### config.mk
export PLATFORM = sky130hd
export DESIGN_NAME = mve_cell
export DESIGN_NICKNAME = d
export VERILOG_FILES = /design/src/hdl/mve_pkg.sv /design/src/hdl/mve_cell.sv
export SDC_FILE = /design/constraint.sdc
export NUM_CORES = 2
export LEC_CHECK = 0
export BUFFER_PORTS_ARGS = -buffer_cell sky130_fd_sc_hd__buf_4
export CAP_MARGIN = 10
export CORE_ASPECT_RATIO = 1.4
export CORE_MARGIN = 8
export CORE_UTILIZATION = 30
export DETAILED_ROUTE_END_ITERATION = 6
export HOLD_SLACK_MARGIN = 0.03
export SLEW_MARGIN = 15
export SYNTH_ARGS = -nofsm -noshare
export SYNTH_HDL_FRONTEND = slang
export SYNTH_SLANG_ARGS = --single-unit
### constraint.sdc
create_clock -name clk -period 18.9 [get_ports clk]
set_input_delay 0.945 -clock clk [delete_from_list [all_inputs] [get_ports clk]]
set_output_delay 0.945 -clock clk [all_outputs]
set_load 0.02 [all_outputs]
### src/hdl/mve_pkg.sv
`timescale 1ns / 1ps
// Shared types, command codes and fixed-point helpers for the matrix-vector engine.
// No dependencies.
package mve_pkg;

  // Input commands
  typedef enum logic [3:0] {
    CMD_WRITE     = 4'd0,
    CMD_READ      = 4'd1,
    CMD_ADD_SCAL  = 4'd2,
    CMD_SUB_SCAL  = 4'd3,
    CMD_MUL_SCAL  = 4'd4,
    CMD_ELEM_ADD  = 4'd5,
    CMD_ELEM_SUB  = 4'd6,
    CMD_ELEM_MUL  = 4'd7,
    CMD_LOAD_VEC  = 4'd8,
    CMD_MULTIPLY  = 4'd9
  } cmd_t;

  // Configuration register indexes
  localparam logic [3:0] CFG_ROWS_IDX = 4'd0;
  localparam logic [3:0] CFG_COLS_IDX = 4'd1;
  localparam int         CFG_IDX_W    = 4;
  localparam int         CFG_DATA_W   = 5;

  // Field widths
  localparam int CMD_W   = 4;
  localparam int IDX_W   = 4;
  localparam int DATA_W  = 32;
  localparam int ADDR_W  = 8;

  // Operation carried by a token through the cell chain
  typedef enum logic [2:0] {
    TK_WRITE,
    TK_ADD,
    TK_SUB,
    TK_MUL,
    TK_READ,
    TK_MAC,
    TK_LOADV
  } tok_kind_t;

  // Token handed from cell to cell
  typedef struct packed {
    logic                     valid;
    tok_kind_t                kind;
    logic                     every;   // applies to all in-use columns
    logic                     hit;     // single target lies in the in-use region
    logic                     emit;    // produces a result at the chain end
    logic                     last;
    logic [ADDR_W-1:0]        row;
    logic [ADDR_W-1:0]        col;
    logic [IDX_W-1:0]         res_row;
    logic signed [DATA_W-1:0] val;
  } tok_t;

  // Clamp a 64-bit value to the signed 32-bit range
  function automatic logic signed [31:0] sat32(input logic signed [63:0] x);
    logic signed [31:0] r;
    if (x > 64'sd2147483647) begin
      r = 32'sh7FFFFFFF;
    end else if (x < -64'sd2147483648) begin
      r = 32'sh80000000;
    end else begin
      r = x[31:0];
    end
    return r;
  endfunction

endpackage

### src/hdl/mve_cell.sv
`timescale 1ns / 1ps
// One column cell: holds a matrix column, its vector element and a MAC/ALU stage.
// Depends on mve_pkg.
module mve_cell import mve_pkg::*; #(
  parameter int MAX_ROWS = 16,
  parameter int MAX_COLS = 16,
  parameter int CELL_IDX = 0,
  parameter int SUM_W    = 53
) (
  input  logic                             clk,
  input  logic                             rst_n,
  input  logic [$clog2(MAX_COLS+1)-1:0]    nc,
  input  tok_t                             tok_in,
  output tok_t                             tok_out,
  input  logic signed [SUM_W-1:0]          psum_in,
  output logic signed [SUM_W-1:0]          psum_out
);

  localparam int RIW = (MAX_ROWS > 1) ? $clog2(MAX_ROWS) : 1;

  logic [DATA_W-1:0]        mem_r [MAX_ROWS];
  logic [MAX_ROWS-1:0]      vld_r;
  logic signed [DATA_W-1:0] vec_r;
  tok_t                     a_tok_r, b_tok_r;
  logic                     a_en_r, b_en_r;
  logic [DATA_W-1:0]        rd_r;
  logic                     rd_vld_r;
  logic signed [63:0]       b_val_r;
  logic signed [63:0]       b_val_nxt;
  logic signed [SUM_W-1:0]  psum_r, psum_nxt;

  logic                     en;
  logic signed [DATA_W-1:0] elem, opnd;
  logic signed [63:0]       rnd, v64;
  logic                     is_mul, is_upd, is_sum;
  logic [RIW-1:0]           a_idx, c_idx;

  // Decide whether this column takes part
  always_comb begin
    if (tok_in.every) begin
      en = tok_in.valid && (32'(CELL_IDX) < 32'(nc));
    end else begin
      en = tok_in.valid && tok_in.hit && (tok_in.col == ADDR_W'(CELL_IDX));
    end
  end

  assign a_idx = tok_in.row[RIW-1:0];
  assign c_idx = b_tok_r.row[RIW-1:0];

  // Stage A: read the column entry, advance the token
  always_ff @(posedge clk) begin
    rd_r <= mem_r[a_idx];
  end

  always_ff @(posedge clk) begin
    if (!rst_n) begin
      a_tok_r  <= '0;
      a_en_r   <= 1'b0;
      rd_vld_r <= 1'b0;
      vec_r    <= '0;
    end else begin
      a_tok_r  <= tok_in;
      a_en_r   <= en;
      rd_vld_r <= vld_r[a_idx];
      if (en && tok_in.kind == TK_LOADV) begin
        vec_r <= tok_in.val;
      end
    end
  end

  // Stage B: add, subtract or multiply
  assign elem = rd_vld_r ? $signed(rd_r) : '0;
  assign opnd = (a_tok_r.kind == TK_MAC) ? vec_r : a_tok_r.val;

  always_comb begin
    case (a_tok_r.kind)
      TK_WRITE: b_val_nxt = 64'(a_tok_r.val);
      TK_ADD:   b_val_nxt = 64'(elem) + 64'(a_tok_r.val);
      TK_SUB:   b_val_nxt = 64'(elem) - 64'(a_tok_r.val);
      TK_MUL:   b_val_nxt = 64'(elem) * 64'(opnd);
      TK_MAC:   b_val_nxt = 64'(elem) * 64'(opnd);
      TK_READ:  b_val_nxt = 64'(elem);
      default:  b_val_nxt = '0;
    endcase
  end

  always_ff @(posedge clk) begin
    b_val_r <= b_val_nxt;
  end

  always_ff @(posedge clk) begin
    if (!rst_n) begin
      b_tok_r <= '0;
      b_en_r  <= 1'b0;
    end else begin
      b_tok_r <= a_tok_r;
      b_en_r  <= a_en_r;
    end
  end

  // Stage C: round products, write back, accumulate the row sum
  assign is_mul = (b_tok_r.kind == TK_MUL) || (b_tok_r.kind == TK_MAC);
  assign is_upd = (b_tok_r.kind == TK_WRITE) || (b_tok_r.kind == TK_ADD) ||
                  (b_tok_r.kind == TK_SUB) || (b_tok_r.kind == TK_MUL);
  assign is_sum = (b_tok_r.kind == TK_MAC) || (b_tok_r.kind == TK_READ);
  assign rnd    = (b_val_r + 64'sd32768) >>> 16;
  assign v64    = is_mul ? rnd : b_val_r;

  always_comb begin
    if (b_tok_r.valid && b_en_r && is_sum) begin
      psum_nxt = psum_in + SUM_W'(v64);
    end else begin
      psum_nxt = psum_in;
    end
  end

  always_ff @(posedge clk) begin
    if (b_tok_r.valid && b_en_r && is_upd) begin
      mem_r[c_idx] <= sat32(v64);
    end
  end

  always_ff @(posedge clk) begin
    if (!rst_n) begin
      vld_r <= '0;
    end else if (b_tok_r.valid && b_en_r && is_upd) begin
      vld_r[c_idx] <= 1'b1;
    end
  end

  always_ff @(posedge clk) begin
    psum_r <= psum_nxt;
  end

  assign tok_out  = a_tok_r;
  assign psum_out = psum_r;

endmodule

==> impl.org <==
** Clock tree
- CTS sink count :: between 700 and 800
- In this run, CTS created clock tree buffers numbering 84.
- Clock insertion delay at the later pin of the skew report :: 0.77 ns
- Deepest level of the CTS H-tree :: 3
- TritonCTS built the clock tree.
- In this run the clock root is driven by a clkbuf_16.
- Hold_buf cts :: 0
- In this run the post-CTS setup repair buffer count came out at 0.
- Post-CTS repair changed the size of 0 cells.
- CTS clock-pin slew for the worst setup and hold paths :: 0.10 ns
- The clock passes through at most 3 buffers.

** Layout
- Summing all flip-flop and latch instances after layout gives 0.02074 mm².
- The multi-input combinational cells in the finished layout cover a total of about 0.045 mm².
- Final design area excluding fillers :: 0.07902 mm²
- Nets :: 8186
- Fraction of layout cells with a size suffix above 1 :: between 10 and 15%
- The area growth from synthesis to layout is 11.93%.
- # fillers :: 23480

** Timing
- Of the available clock period, the critical path in the final layout requires 58.48%.
- TNS Setup :: 0 ns
- Static timing analysis puts the maximum clock frequency at between 90 and 100 MHz.
- Final hold slack :: roughly 0.38 ns
- Max-slew headroom at the worst pin :: 15.83%
- Number of slew-limit violations in the final report :: 0
- Setup repair after global routing missed its margin :: false
- In the post-route analysis, the smallest setup slack over all paths is 7.848 ns.
- The number of hold violations in the final report is 0.
- On the final layout, the worst clock skew is 0.09066 ns.
- Actual transition at the worst max-transition pin :: 1.261 ns
- Number of setup violations in the final report :: 0
- The worst path needs 11.05 ns of the cycle, external delays included.

** Setup path
- The worst register-to-register path begins at tok_out[58].
- The endpoint identified for the worst register-to-register timing path is b_val_r[52].
- STA puts the critical path data arrival time at roughly 12 ns.
- The slowest stage of the critical path belongs to the cell clkinv_1.
- Counting stages on the worst path, the most repeated cell is fa_1.
- The critical path is of the reg2reg type.
- Delay contributed by the slowest stage of the critical path :: 0.84 ns
- Required arrival time at the worst endpoint :: between 15 and 20 ns
- Worst setup startpoint :: tok_out[58]
- In this run the worst path has a maximum fanout of 28.
- Reg-to-reg setup timing slack :: 7.85 ns
- Type of destination of the critical path :: flip-flop
- The number of cells on the worst reg-to-reg path is 25.
- Kind of start point of the critical path :: flip-flop

** Min path
- Class of the tightest hold or removal check :: in2reg
- The worst hold path terminates at tok_out[7].
- Along the worst hold path, the cell count comes to 2.
- Min-Delay Startpoint :: tok_in[7]

** Route
- After detailed routing, the average wire length per cell comes to 24.23 µm.
- The routed layout has slightly above 50000 vias.
- Via count normalized by instance count :: 5.112
- The first detailed-routing pass took 6 iterations.
- Number of remaining DRC errors :: 0
- After the first detailed-routing iteration, the DRC count stood at 3950.
- Antenna Violating Nets Remaining :: 0
- After detailed routing, the total wire length is 238.3 mm.

** Yosys
- In the synthesized netlist the dominant register cell turns out to be edfxtp_1.
- The synthesized design devotes to its leading area cell type 30.79% of total area.
- Counting flops with a built-in enable in the synthesized netlist gives 512.
- Yosys printed 0 warnings.
- Of all flip-flops after synthesis, the portion carrying an async set or reset was 0%.
- After synthesis the cells add up to 0.07060 mm².
- The commonest cells after synthesis are fa_1 (1086), inv_1 (1061), nand2_1 (694).
- Summed over all instances, the cell type with the most area after synthesis is fa_1.
- Synthesis produced a netlist with a net count of approximately 8100.
- Yosys attributes the largest share of cell area to fa_1 (31%), edfxtp_1 (22%), dfxtp_1 (7.6%).
- Yosys cell types :: 91
- Post-synthesis cell count :: approximately 6500
- Average footprint of a synthesized cell :: 10.79 µm²
- Number of storage elements in the synthesis netlist :: 780
- Top-count cell post-synth :: fa_1
- Sequential cell area fraction in the yosys report :: 29.38%

** Global routing
- Overall overflow remaining after global route :: 0
- Antenna violations before repair :: 12
- The via count of the first global-routing pass came to 54790.
- Wire length of the first global-routing pass :: 355.9 mm
- Pin count of the biggest net entering global routing :: around 80
- GR Util All Layers :: between 10% and 20%

** Power and ir drop
- Clock power share :: between 30% and 40%
- Registers are responsible for 45.6% of the overall power.
- Of the total power, the share spent switching nets is 28.37%.
- Total power divided by cell area :: 53.79 mW/mm²
- The internal portion of the total power is 3.045 mW.
- Post-layout power :: around 4.3 mW
- Peak VDD IR :: 0.00006685 V
- Combinational share of power :: about 15%
- NetSw :: 1.206 mW
- Summed over all cells, the static leakage comes to 35.00 nW.

** Floorplan
- In this run the vertical extent of the chip is 590.0 µm.
- Initial Utilization :: 30.19%
- In this run the standard cell core region covers approximately 0.23 mm².
- Die outline area :: between 0.2 and 0.3 mm²
- The die is 426 µm wide.
- The floorplan has 210 rows.
- 233 I/O pins were placed.

** Outcome
- The flow ran to the end, and the final reports show no timing, DRC or antenna violations.

** Placed design
- DPL Wire Length :: roughly 180 mm
- After detailed placement, the total cell area comes to 0.07617 mm².
- Worst slack at placement :: roughly 7.9 ns
- Input and output buffers added on the ports amount to 232.
- Placer congestion estimate :: 0.9398

** Flow run
- Max-cap viol count :: 0
## area by class of cell
class / count / share of cell area, %
diodes: 10 / 0.03167
clock buffers: 112 / 2.856
clock inverters: 44 / 0.7077
inverters: 1079 / 5.125
multi-input cells: 4380 / 56.78
flip-flops and latches: 780 / 26.25
well taps: 3074 / 4.867
repair buffers: 355 / 3.380
## layer usage
| layer | part of all wire [%] | vias to the layer above | GRT usage [%] |
|---|---|---|---|
| met5 | 0.0055 | - | 0 |
| met4 | 6.4 | 2 | 9.711 |
| met3 | 7.4 | 586 | 3.730 |
| met2 | 49 | 2093 | 32.44 |
| met1 | 37 | 26130 | 22.34 |
| li1 | - | 21460 | - |
## through the flow
stage | utilization, % | cells
floorplan | - | 6544
global placement | 32.57 | 9668
detailed placement | 32.57 | 9668
CTS | 33.78 | 9824
global route | 33.78 | 9827
finish | 33.79 | 9834
## worst max-delay path by stage
stage	end	slack, ns
floorplan	b_val_r[63]	9.67
global placement	b_val_r[57]	7.97
detailed placement	b_val_r[52]	7.92
CTS	b_val_r[52]	7.85
global route	b_val_r[57]	7.22
finish	b_val_r[52]	7.85
## power by group through the flow
stage	Combinational, mW	Sequential [mW]	Clock [mW]
6_report	0.625	1.94	1.69
3_3_place_gp	0.610	1.97	0
4_1_cts	0.624	1.94	1.72
5_1_grt	0.672	1.94	1.78
3_5_place_dp	0.617	1.97	0
2_1_floorplan	0.364	1.96	0
## state kept, by name, summed over array words and instances, names as in the netlist
name / count
b_en_r: 1
b_tok_r: 8
vec_r: 32
vld_r: 16
psum_out: 53
a_en_r: 1
b_val_r: 64
tok_out: 60
mem_r: 512
rd_r: 32
rd_vld_r: 1
## layout by cell type, fill, tap and decap left out, types with 183 or more instances in the layout
cell      synthesis  layout
fa_1           1086    1086
inv_1          1061    1061
nand2_1         694     693
nor2_1          670     658
edfxtp_1        512     512
buf_4             1     354
ha_1            300     300
dfxtp_1         268     267
o21ai_0         196     196
a21oi_1         183     183
## worst max-delay path: cells and delay by family, from the launching register on
kind / cells / cell delay, ns
AOI/OAI and AO/OA: 4 / 1.50
xor gates and xnor gates: 1 / 0.14
adders and majority gates: 9 / 4.76
buffers and inverters: 3 / 1.32
DFF: 1 / 0.62
muxes: 1 / 0.45
and+or+nand+nor: 7 / 1.99
## cell families after synthesis
logic type,share of synthesized area (%)
compound gates,6.924
buf+inv,7.463
flops,29.38
mux,7.202
fa+ha+maj,36.11
simple gates,10.79
xor+xnor,2.132
No activity file was read; power rests on OpenSTA's default activity.
